File: src/budgeted_greedy_cover_select_defines.svh
// assertion macros for the greedy cover selector
// no dependencies
`ifndef BUDGETED_GREEDY_COVER_SELECT_DEFINES_SVH
`define BUDGETED_GREEDY_COVER_SELECT_DEFINES_SVH
`ifndef SYNTHESIS
`define BGCS_ASSERT(lbl, prop, msg) lbl: assert property (@(posedge clk_i) disable iff (!rst_ni) prop) else $error(msg);
`define BGCS_ASSERT_NEVER(lbl, cond, msg) lbl: assert property (@(posedge clk_i) disable iff (!rst_ni) !(cond)) else $error(msg);
`else
`define BGCS_ASSERT(lbl, prop, msg)
`define BGCS_ASSERT_NEVER(lbl, cond, msg)
`endif
`endif

File: src/bgcs_pkg.sv
// types and constants for the greedy cover selector
// no dependencies
package bgcs_pkg;
  // store depths, fixed by the 5-bit slot field and the 16-bit region masks
  localparam int MAX_REGIONS    = 16;
  localparam int MAX_CANDIDATES = 32;

  typedef enum logic [1:0] {
    FUNC_LOAD_REGION = 2'd0,
    FUNC_LOAD_CAND   = 2'd1,
    FUNC_RUN         = 2'd2,
    FUNC_NONE        = 2'd3
  } func_e;

  typedef enum logic [2:0] {
    CFG_REGION_COUNT = 3'd0,
    CFG_CAND_COUNT   = 3'd1,
    CFG_MAX_SELECTED = 3'd2,
    CFG_MAX_CLONE    = 3'd3,
    CFG_MAX_MICRO    = 3'd4,
    CFG_START_CLONE  = 3'd5,
    CFG_START_MICRO  = 3'd6,
    CFG_UNUSED       = 3'd7
  } cfg_e;

  typedef enum logic [2:0] {
    ST_IDLE, ST_INIT, ST_SCAN, ST_APPLY, ST_CHECK, ST_EMIT
  } state_e;
endpackage

File: src/budgeted_greedy_cover_select.sv
// Budgeted greedy cover selector: one scan unit walks the candidates one per cycle.
// A run repeats a scan of all candidates with the single candidate compare unit for
// each pick, then delivers its result transactions. Depends on bgcs_pkg and
// budgeted_greedy_cover_select_defines.svh.
`include "budgeted_greedy_cover_select_defines.svh"
module budgeted_greedy_cover_select import bgcs_pkg::*; (
  input  logic         clk_i,
  input  logic         rst_ni,
  input  logic         s_axis_tvalid,
  output logic         s_axis_tready,
  // func, slot, region_peak, region_target, candidate_regions, candidate_benefit,
  // candidate_clone_ops, candidate_micro_ops, zero pad
  input  logic [119:0] s_axis_tdata,
  output logic         m_axis_tvalid,
  input  logic         m_axis_tready,
  // chosen_slot, has_choice, fallback, total_clone_ops, total_micro_ops, zero pad
  output logic [55:0]  m_axis_tdata,
  output logic         m_axis_tlast,
  input  logic         cfg_we_i,
  input  logic [2:0]   cfg_idx_i,
  input  logic [31:0]  cfg_data_i
);
  localparam int RW = $clog2(MAX_REGIONS);
  localparam int CW = $clog2(MAX_CANDIDATES);
  localparam int NC = MAX_CANDIDATES > 32 ? 32 : MAX_CANDIDATES;
  localparam int NR = MAX_REGIONS > 16 ? 16 : MAX_REGIONS;

  // configuration registers
  logic [4:0]  reg_cnt_q;
  logic [5:0]  cand_cnt_q, max_sel_q;
  logic [15:0] max_clone_q, start_clone_q;
  logic [31:0] max_micro_q, start_micro_q;
  always_ff @(posedge clk_i or negedge rst_ni) begin
    if (!rst_ni) begin
      reg_cnt_q <= '0; cand_cnt_q <= '0; max_sel_q <= 6'd32;
      max_clone_q <= 16'hffff; max_micro_q <= 32'hffffffff;
      start_clone_q <= '0; start_micro_q <= '0;
    end else if (cfg_we_i) begin
      unique case (cfg_e'(cfg_idx_i))
        CFG_REGION_COUNT: reg_cnt_q <= cfg_data_i[4:0];
        CFG_CAND_COUNT:   cand_cnt_q <= cfg_data_i[5:0];
        CFG_MAX_SELECTED: max_sel_q <= cfg_data_i[5:0];
        CFG_MAX_CLONE:    max_clone_q <= cfg_data_i[15:0];
        CFG_MAX_MICRO:    max_micro_q <= cfg_data_i;
        CFG_START_CLONE:  start_clone_q <= cfg_data_i[15:0];
        CFG_START_MICRO:  start_micro_q <= cfg_data_i;
        default: ;
      endcase
    end
  end

  // input fields
  logic [1:0] in_func; logic [4:0] in_slot;
  logic [15:0] in_peak, in_tgt, in_mask, in_ben, in_clone; logic [31:0] in_micro;
  assign in_func = s_axis_tdata[1:0];
  assign in_slot = s_axis_tdata[6:2];
  assign in_peak = s_axis_tdata[22:7];
  assign in_tgt = s_axis_tdata[38:23];
  assign in_mask = s_axis_tdata[54:39];
  assign in_ben = s_axis_tdata[70:55];
  assign in_clone = s_axis_tdata[86:71];
  assign in_micro = s_axis_tdata[118:87];

  // stores, each entry read at the scan index or at a fixed place
  logic [16:0] deficit_q [MAX_REGIONS];
  logic [15:0] cmask_q [MAX_CANDIDATES], cben_q [MAX_CANDIDATES], cclone_q [MAX_CANDIDATES];
  logic [31:0] cmicro_q [MAX_CANDIDATES];
  logic [4:0]  order_q [32];

  logic s_acc;
  assign s_acc = s_axis_tvalid && s_axis_tready;
  always_ff @(posedge clk_i) begin
    if (s_acc && in_func == FUNC_LOAD_REGION && 32'(in_slot) < MAX_REGIONS)
      deficit_q[in_slot[RW-1:0]] <= {1'b0, in_peak} - {1'b0, in_tgt};
    if (s_acc && in_func == FUNC_LOAD_CAND && 32'(in_slot) < MAX_CANDIDATES) begin
      cmask_q[in_slot[CW-1:0]]  <= in_mask;
      cben_q[in_slot[CW-1:0]]   <= in_ben;
      cclone_q[in_slot[CW-1:0]] <= in_clone;
      cmicro_q[in_slot[CW-1:0]] <= in_micro;
    end
  end

  // working state
  state_e state_q, state_d;
  logic [MAX_REGIONS-1:0] need_q;   // bit r: working deficit of region r still positive
  logic [16:0] work_q [MAX_REGIONS];
  logic [31:0] picked_q;
  logic [5:0]  cnt_q, idx_q;
  logic [16:0] clone_sum_q;
  logic [32:0] micro_sum_q;
  logic        found_q, fb_q;
  logic [4:0]  best_q;
  logic [4:0]  best_help_q;
  logic [15:0] best_ben_q;
  logic [31:0] best_micro_q;
  logic [5:0]  out_k_q;

  logic [4:0] nreg; logic [5:0] ncand;
  assign nreg = 32'(reg_cnt_q) > MAX_REGIONS ? 5'(MAX_REGIONS) : reg_cnt_q;
  assign ncand = 32'(cand_cnt_q) > NC ? 6'(NC) : cand_cnt_q;

  // candidate evaluation unit
  logic [4:0] ci; logic [15:0] cm; logic [15:0] useful; logic [4:0] help;
  logic fit, better;
  assign ci = idx_q[4:0];
  assign cm = cmask_q[ci[CW-1:0] ];
  always_comb begin
    useful = '0;
    for (int r = 0; r < NR; r++) useful[r] = cm[r] && need_q[r] && (r < nreg);
    help = 5'($countones(useful));
    fit = (cnt_q < max_sel_q) && (clone_sum_q <= {1'b0, max_clone_q}) &&
          ({1'b0, cclone_q[ci[CW-1:0]]} <= {1'b0, max_clone_q} - clone_sum_q) &&
          (micro_sum_q <= {1'b0, max_micro_q}) &&
          ({1'b0, cmicro_q[ci[CW-1:0]]} <= {1'b0, max_micro_q} - micro_sum_q);
    if (!found_q) better = 1'b1;
    else if (help != best_help_q) better = help > best_help_q;
    else if (cben_q[ci[CW-1:0]] != best_ben_q) better = cben_q[ci[CW-1:0]] > best_ben_q;
    else better = cmicro_q[ci[CW-1:0]] < best_micro_q;
  end

  // sequencer next state
  logic out_valid; logic out_take;
  assign out_take = m_axis_tvalid && m_axis_tready;
  always_comb begin
    state_d = state_q;
    unique case (state_q)
      ST_IDLE:  if (s_acc && in_func == FUNC_RUN) state_d = ST_INIT;
      ST_INIT:  state_d = ST_CHECK;
      ST_CHECK: state_d = (|need_q) ? ST_SCAN : ST_EMIT;
      ST_SCAN:  if (idx_q + 6'd1 >= ncand || ncand == 6'd0) state_d = ST_APPLY;
      ST_APPLY: state_d = found_q ? ST_CHECK : ST_EMIT;
      ST_EMIT:  if (out_take && m_axis_tlast) state_d = ST_IDLE;
      default:  state_d = ST_IDLE;
    endcase
  end

  always_ff @(posedge clk_i or negedge rst_ni) begin
    if (!rst_ni) begin
      state_q <= ST_IDLE; need_q <= '0; picked_q <= '0; cnt_q <= '0; idx_q <= '0;
      clone_sum_q <= '0; micro_sum_q <= '0; found_q <= 1'b0; fb_q <= 1'b0; out_k_q <= '0;
    end else begin
      state_q <= state_d;
      unique case (state_q)
        ST_INIT: begin
          for (int r = 0; r < MAX_REGIONS; r++)
            need_q[r] <= (r < nreg) && !deficit_q[r][16] && (deficit_q[r] != '0);
          picked_q <= '0; cnt_q <= '0; found_q <= 1'b0; out_k_q <= '0;
          clone_sum_q <= {1'b0, start_clone_q}; micro_sum_q <= {1'b0, start_micro_q};
        end
        ST_CHECK: begin
          idx_q <= '0; found_q <= 1'b0;
          fb_q <= 1'b0;
        end
        ST_SCAN: begin
          if (ncand != 6'd0 && !picked_q[ci] && fit && help != '0 && better) begin
            found_q <= 1'b1;
          end
          idx_q <= idx_q + 6'd1;
        end
        ST_APPLY: begin
          if (found_q) begin
            cnt_q <= cnt_q + 6'd1;
            picked_q[best_q] <= 1'b1;
            clone_sum_q <= 17'(clone_sum_q[15:0] + cclone_q[best_q[CW-1:0]]);
            micro_sum_q <= 33'(micro_sum_q[31:0] + cmicro_q[best_q[CW-1:0]]);
            for (int r = 0; r < NR; r++)
              if (cmask_q[best_q[CW-1:0]][r] && need_q[r] && r < nreg) begin
                if (work_q[r] == 17'd1) need_q[r] <= 1'b0;
              end
          end else begin
            fb_q <= |need_q;
          end
        end
        ST_EMIT: if (out_take) out_k_q <= out_k_q + 6'd1;
        default: ;
      endcase
    end
  end

  // payload-side working registers
  always_ff @(posedge clk_i) begin
    if (state_q == ST_INIT)
      for (int r = 0; r < MAX_REGIONS; r++) work_q[r] <= deficit_q[r];
    if (state_q == ST_SCAN && ncand != 6'd0 && !picked_q[ci] && fit && help != '0 && better)
    begin
      best_q <= ci; best_help_q <= help;
      best_ben_q <= cben_q[ci[CW-1:0]]; best_micro_q <= cmicro_q[ci[CW-1:0]];
    end
    if (state_q == ST_APPLY && found_q) begin
      order_q[cnt_q[4:0]] <= best_q;
      for (int r = 0; r < NR; r++)
        if (cmask_q[best_q[CW-1:0]][r] && need_q[r] && r < nreg) work_q[r] <= work_q[r] - 17'd1;
    end
  end

  // output
  logic has; logic [15:0] tot_c; logic [31:0] tot_m;
  assign has = !fb_q && cnt_q != '0;
  assign tot_c = fb_q ? 16'd0 : clone_sum_q[15:0];
  assign tot_m = fb_q ? 32'd0 : micro_sum_q[31:0];
  assign out_valid = state_q == ST_EMIT;
  assign m_axis_tvalid = out_valid;
  assign s_axis_tready = state_q == ST_IDLE;
  assign m_axis_tlast = !has || (out_k_q + 6'd1 == cnt_q);
  assign m_axis_tdata = {1'b0, tot_m, tot_c, fb_q, has, has ? order_q[out_k_q[4:0]] : 5'd0};

  `BGCS_ASSERT(a_no_in_while_busy, (state_q != ST_IDLE) |-> !s_axis_tready, "busy but ready")
  `BGCS_ASSERT_NEVER(a_fb_with_choice, m_axis_tvalid && m_axis_tdata[6] && m_axis_tdata[5], "fallback with choice")
  `BGCS_ASSERT_NEVER(a_cnt_bound, cnt_q > max_sel_q && state_q == ST_EMIT, "too many picks")
endmodule

File: config.mk
export PLATFORM = sky130hd
export DESIGN_NAME = budgeted_greedy_cover_select
export DESIGN_NICKNAME = d
export VERILOG_FILES = /design/src/bgcs_pkg.sv /design/src/budgeted_greedy_cover_select.sv
export VERILOG_INCLUDE_DIRS = /design/src /design/src/src
export SDC_FILE = /design/constraint.sdc
export NUM_CORES = 2
export LEC_CHECK = 0
export BUFFER_PORTS_ARGS = -buffer_cell sky130_fd_sc_hd__buf_4
export CELL_PAD_IN_SITES_DETAIL_PLACEMENT = 0
export CELL_PAD_IN_SITES_GLOBAL_PLACEMENT = 2
export CORE_MARGIN = 10
export CORE_UTILIZATION = 29
export CTS_CLUSTER_DIAMETER = 40
export DETAILED_ROUTE_END_ITERATION = 10
export PLACE_DENSITY_LB_ADDON = 0.25
export SLEW_MARGIN = 20
export SYNTH_ARGS = -nofsm -noshare
export SYNTH_HDL_FRONTEND = slang
export SYNTH_SLANG_ARGS = --single-unit
File: constraint.sdc
create_clock -name clk_i -period 13.81 [get_ports clk_i]
set_input_delay 1.381 -clock clk_i [delete_from_list [all_inputs] [get_ports clk_i]]
set_output_delay 1.381 -clock clk_i [all_outputs]
set_load 0.05 [all_outputs]
# After elaboration in Yosys (flattened, before gate mapping)
# Memories as Yosys holds them, arrays and structs flattened. A register that Yosys moved wholly into a read port is not among the register bits.
# Cells that the tools add are included.
# Widths: inputs -> output; s select.
# totals
regBits	292
ram_bits	3264
input_bits	160
elab_cells	541
mem_count	7
# memory_table
memory	words	word_bits	read_ports	rd_ports_with_merged_regs	write_ports	line_no	text
cmicro_q	32	32	2	1	1	budgeted_greedy_cover_select.sv:67	logic [31:0] cmicro_q [MAX_CANDIDATES];
cben_q	32	16	1	0	1	budgeted_greedy_cover_select.sv:66	logic [15:0] cmask_q [MAX_CANDIDATES], cben_q [MAX_CANDIDATES], cclone_q [MAX_CANDIDATES];
cclone_q	32	16	2	1	1	budgeted_greedy_cover_select.sv:66	
cmask_q	32	16	2	1	1	budgeted_greedy_cover_select.sv:66	
deficit_q	16	17	16	0	1	budgeted_greedy_cover_select.sv:65	logic [16:0] deficit_q [MAX_REGIONS];
work_q	16	17	16	0	16	budgeted_greedy_cover_select.sv:86	logic [16:0] work_q [MAX_REGIONS];
+1 memories	-	-	-	-	-	-	
# classes
add_sub_neg	39
magnitude_cmp	31
eq_ne	71
muxes	142
n_bitwise	17
n_reduce_logical	198
# op_table
cell	count
$mux 17	17
$eq 17x1->1 const B	16
$reduce_bool 17->1	16
$sub 17x1->17 const B	16
$logic_and 1x1->1	119
$mux 1	96
$ne 2x2->1 const B	36
$pmux 33 s2	1
$mux 32	2
$pmux 32 s2	1
$reduce_and 4->1	16
$lt 4x5->1 const A	8
$pmux 6 s2	3
$pmux 17 s2	1
$add 32x32->33	1
$le 32x33->1	1
$le 33x32->1	1
$mux 33	1
$sub 32x33->33	1
$lt 32x32->1	1
$mux 16	2
$or 32x32->32	1
$pmux 16 s2	1
$mux 5	5
other kinds (50)	135

# Depth between registers and ports, before layout
# logic_depth
ltp_word	14
ltp_mapped	28
ltp_nobuf	24

# Least setup slack after synthesis
# Ideal clock, no wire load.
# synth_path
kind	reg2reg
start	register idx_q[1]
end	register best_ben_q[0], read port of cben_q, enable pin
setup_time_ns	0.423
arrival_ns	8.349
setup_slack_ns	5.038
path_stages_with_launch	28
path_buffers	5
cell_sequence	dfrtp_1 buf_2 clkbuf_1 clkbuf_1 clkbuf_1 clkbuf_1 mux4_2 mux4_2 mux2i_1 nor2_1 fa_1 inv_1 fa_1 fa_1 inv_1 fa_1 ha_1 fa_1 a21oi_1 nor2b_1 ha_1 nand2_1 nor2_1 o31ai_1 nor4_2 o31ai_1 or2_2 and4b_1
# synth_between
elab_chain_len	11
elab_cells_between_ends	72
cone_classes	add/sub (15); order compare (5); eq/ne (2); mux (5); reduce/logical (41); memory (4)
# synth_lines
item	line_no	text
start, declared	budgeted_greedy_cover_select.sv:88	logic [5:0] cnt_q, idx_q;
start signal, assigned	budgeted_greedy_cover_select.sv:158	idx_q <= idx_q + 6'd1;
$mem_v2 32x16 (*)	-	
$logic_and 1x1->1 (2 in a row)	budgeted_greedy_cover_select.sv:109	for (int r = 0; r < NR; r++) useful[r] = cm[r] && need_q[r] && (r < nreg);
$add 1x1->2 (not written as such)	budgeted_greedy_cover_select.sv:110	help = 5'($countones(useful));
$add 2x2->3 (not written as such)	budgeted_greedy_cover_select.sv:110	
$add 3x3->4 (not written as such)	budgeted_greedy_cover_select.sv:110	
$add 4x4->5 (not written as such) (*)	budgeted_greedy_cover_select.sv:110	
via help[4]	budgeted_greedy_cover_select.sv:103	logic [4:0] ci; logic [15:0] cm; logic [15:0] useful; logic [4:0] help;
$gt 5x5->1 or $ne 5x5->1 (tied branches)	budgeted_greedy_cover_select.sv:116	else if (help != best_help_q) better = help > best_help_q;
$mux 1	budgeted_greedy_cover_select.sv:116	
$mux 1	budgeted_greedy_cover_select.sv:115	if (!found_q) better = 1'b1;
$logic_and 1x1->1 (*)	budgeted_greedy_cover_select.sv:184	if (state_q == ST_SCAN && ncand != 6'd0 && !picked_q[ci] && fit && help != '0 && better)
end, declared	budgeted_greedy_cover_select.sv:94	logic [15:0] best_ben_q;
# Mark *: on every way through the listed nets, which the timed path passes. The rest lies on a longest branch. The select of a mux whose other input is x is not followed.
# A chain may end at the register's enable or synchronous reset.

# Final worst setup path
# layout_path
start	register idx_q[0]
end	register best_ben_q[14], read port of cben_q, enable pin
# The elaborated chain is that of the path after synthesis.

==> flow_summary.json <==
{
  "hold_viol_final": 0,
  "drt_pass1_iterations": 5,
  "grt_max_degree": 123,
  "drt-wirelength-per-cell_um": 31.2,
  "place_congestion": 0.782,
  "via_per_inst": 5.29,
  "htree_num_levels": 6,
  "ys_seq_area_frac": 0.644,
  "clk_pin_slew_ns": 0.05,
  "fp.dieArea_um2": 597000,
  "slew_violations": 0,
  "layout_commonest_cell": "edfxtp_1",
  "cts_buffer_depth": 4,
  "relSlewSlack": 0.116,
  "postCtsSetupBuffers": 0,
  "numCtsBuffers": 558,
  "drt-total-wl_mm": 548,
  "numPortBuffers": 216,
  "critPathSlowestCell": "dfrtp_4",
  "dp_hpwl_mm": 324,
  "grt_usage": 0.180,
  "ios": 219,
  "path_cells": "buf_12 -> mux4_2 -> mux4_2 -> mux2i_1 -> nor2_1 -> fa_1 -> inv_1 -> fa_1 -> fa_1 -> inv_1 -> fa_1 -> ha_1 -> fa_1 -> a21oi_1 -> nor2b_1 -> ha_1 -> nand2_1 -> nor2_1 -> o31ai_1 -> nor4_2 -> o31ai_1 -> or2_2 -> and4b_4 -> buf_4",
  "finClkSkew_ns": 0.0638,
  "hold_ws_ns": 0.285,
  "synth_nets": 9487,
  "cts-root-buf": "clkbuf_16",
  "die_w_um": 773,
  "worst_slew_pin_slew_ns": 1.29,
  "fmax_mhz": 103,
  "avgSynthCellArea_um2": 18.2,
  "fin_crit_ns": 9.75,
  "status": "complete, no violations",
  "start_util": 0.291,
  "fin_nets": 10029,
  "final.setup.tns_ns": 0,
  "synthFlopType": "edfxtp_1",
  "cp_data_arrival_time_ns": 10.40,
  "grt_pass1_vias": 97632,
  "synthTopCellsByArea": "edfxtp_1, mux4_2, dfrtp_1",
  "cts_tree": "done",
  "synthCells": 9046,
  "start_kind": "register",
  "drive_above_1_share": 0.325,
  "drtIter0Drc": 8764,
  "final_util": 0.345,
  "num_rows": 276,
  "leakage_nw": 63.1,
  "clock_sinks": 3561,
  "hp-class": "input pin to asynchronous set/reset pin",
  "netlist_area_um2": 164000,
  "final-instance-count-excl-fill": 17564,
  "worstPathMaxFanout": 77,
  "power.density_nw_per_um2": 199,
  "async_flop_share": 0.0657,
  "ys_ff_latch": 3561,
  "area_growth_pct": 18.6,
  "grt-ovfl-total": 0,
  "yosys_warnings": 0,
  "grt_setup_unrepaired": "no",
  "cpMostUsedCell": "fa_1",
  "fin_crit_sh": 0.706,
  "synth_cell_types": 84,
  "maxCapViolCount": 0,
  "crit_type": "register to register",
  "clock_latency_ns": 1.08,
  "grt_pass1_wl_mm": 767,
  "synth_top_area_frac": 0.607,
  "antenna_found_initial": 85,
  "cpPeakStageDelay_ns": 0.85,
  "finalSetupViolCount": 0,
  "nFillCells": 53175,
  "vias": 92934,
  "holdBufCountCts": 0,
  "drc_errors": 0,
  "final_cell_mix": "edfxtp_1, mux4_2, clkbuf_16, nor2_1, buf_4",
  "ant_nets": 0,
  "ir_drop_mv": 0.150,
  "coreArea_um2": 565000,
  "cp_data_required_time_ns": 14.46,
  "yosysTopAreaCell": "edfxtp_1",
  "critPathCaptureType": "register",
  "dp.cells": 16534,
  "synth-edff-count": 3322,
  "dieHeight_um": 773,
  "ctsResizeCount": 0
}
per-stage QoR:
| step | power, mW | instance area [µm²] | setup slack [ns] |
|---|---|---|---|
| 5_1_grt | 40.6 | 195000 | 3.61 |
| 2_1_floorplan | 20.9 | 164000 | 5.04 |
| 3_3_place_gp | 24.9 | 176000 | 3.68 |
| 6_report | 38.8 | 195000 | 4.06 |
| 4_1_cts | 39.3 | 195000 | 3.93 |
| 3_5_place_dp | 24.9 | 176000 | 3.98 |
cells in the mapped netlist (all sizes together), types with 17 or more instances:
cell and n:
a21oi 338, xnor2 179, nor4 140, and3 21, nor3 107, nand4 45, a22oi 25, buf 170
nand2b 48, o21a 25, nor2b 45, dfrtp 185, mux2 234, nand3b 19, or4 19, a211oi 34
mux2i 54, a31oi 47, o211ai 17, ha 266, edfxtp 3322, a21o 52, o21ai 232, inv 244
nand3 72, or3 20, xor2 131, nand2 339, mux4 1490, dfstp 49, nor2 544, clkbuf 317
and2 17
final timing paths:
| kind | start | endpoint | slack [ns] | depth (start not counted) |
|---|---|---|---|---|
| worst min register to register | deficit_q[11][16]$_DFFE_PP_ | need_q[11]$_DFFE_PN0P_ | 0.46 | 1 |
| worst max register to register | idx_q[0]$_DFFE_PN0P_ | best_ben_q[14]$_DFFE_PP_ | 4.06 | 24 |
| worst max-delay path | idx_q[0]$_DFFE_PN0P_ | best_ben_q[14]$_DFFE_PP_ | 4.06 | 24 |
| min in group clk_i | deficit_q[11][16]$_DFFE_PP_ | need_q[11]$_DFFE_PN0P_ | 0.46 | 1 |
| worst min-delay path | rst_ni | need_q[4]$_DFFE_PN0P_ | 0.29 | 1 |
| max in group asynchronous | rst_ni | clone_sum_q[8]$_DFFE_PN0P_ | 11.21 | 3 |
worst max-delay path: cells and delay by family (launching register included):
family,cells,cell delay (ns)
AOI/OAI and AO/OA,3,0.55
adders and majority gates,7,2.93
buffers and inverters,4,1.47
DFF,1,0.85
muxes,3,1.67
and+or+nand+nor,7,1.63
layout make-up:
class                   instances  area, µm²  share of cell area
clock inverters               379       4450              0.0228
inverters                     245        927             0.00476
multi-input cells            4753      56000               0.287
well taps                    7506       9390              0.0482
repair buffers                469       3700              0.0190
flip-flops and latches       3561     106000               0.543
diodes                         18       45.0            0.000231
clock buffers                 633      14600              0.0749
state kept, by name, indices dropped and copies added (netlist names), 16 cells and up, named ones only:
register,count
best_ben_q,16
work_q,272
cben_q,512
max_clone_q,16
picked_q,32
cclone_q,512
start_micro_q,32
deficit_q,272
start_clone_q,16
micro_sum_q,33
best_micro_q,32
cmicro_q,1024
order_q,160
need_q,16
cmask_q,512
clone_sum_q,17
max_micro_q,32
logic make-up (layout without fill, tap and decap cells):
kind of cell,after synthesis,count (layout),share of synthesized area
other,1,19,0.0000228
and+or+nand+nor,1493,1493,0.0431
DFF,3561,3561,0.644
muxes,1778,1778,0.224
buffers and inverters,732,1726,0.0183
AOI/OAI and AO/OA,890,890,0.0325
adders and majority gates,281,281,0.0221
xor gates and xnor gates,310,310,0.0165
layer usage:
layer	global-route usage	up-vias	wire length (µm)
met2	0.296	3106	263000
li1	-	38566	-
met1	0.244	50376	235000
met4	0.0480	32	15300
met3	0.0336	854	34600
met5	0	-	207
power breakdown:
| group | leakage, nW | total (mW) | internal [mW] | switching (mW) |
|---|---|---|---|---|
| clock network | 9.18 | 14.3 | 8.90 | 5.40 |
| registers | 32.8 | 13.1 | 12.6 | 0.548 |
| logic | 21.1 | 11.4 | 4.83 | 6.58 |
Note: power is estimated with default switching activity, not from simulation.
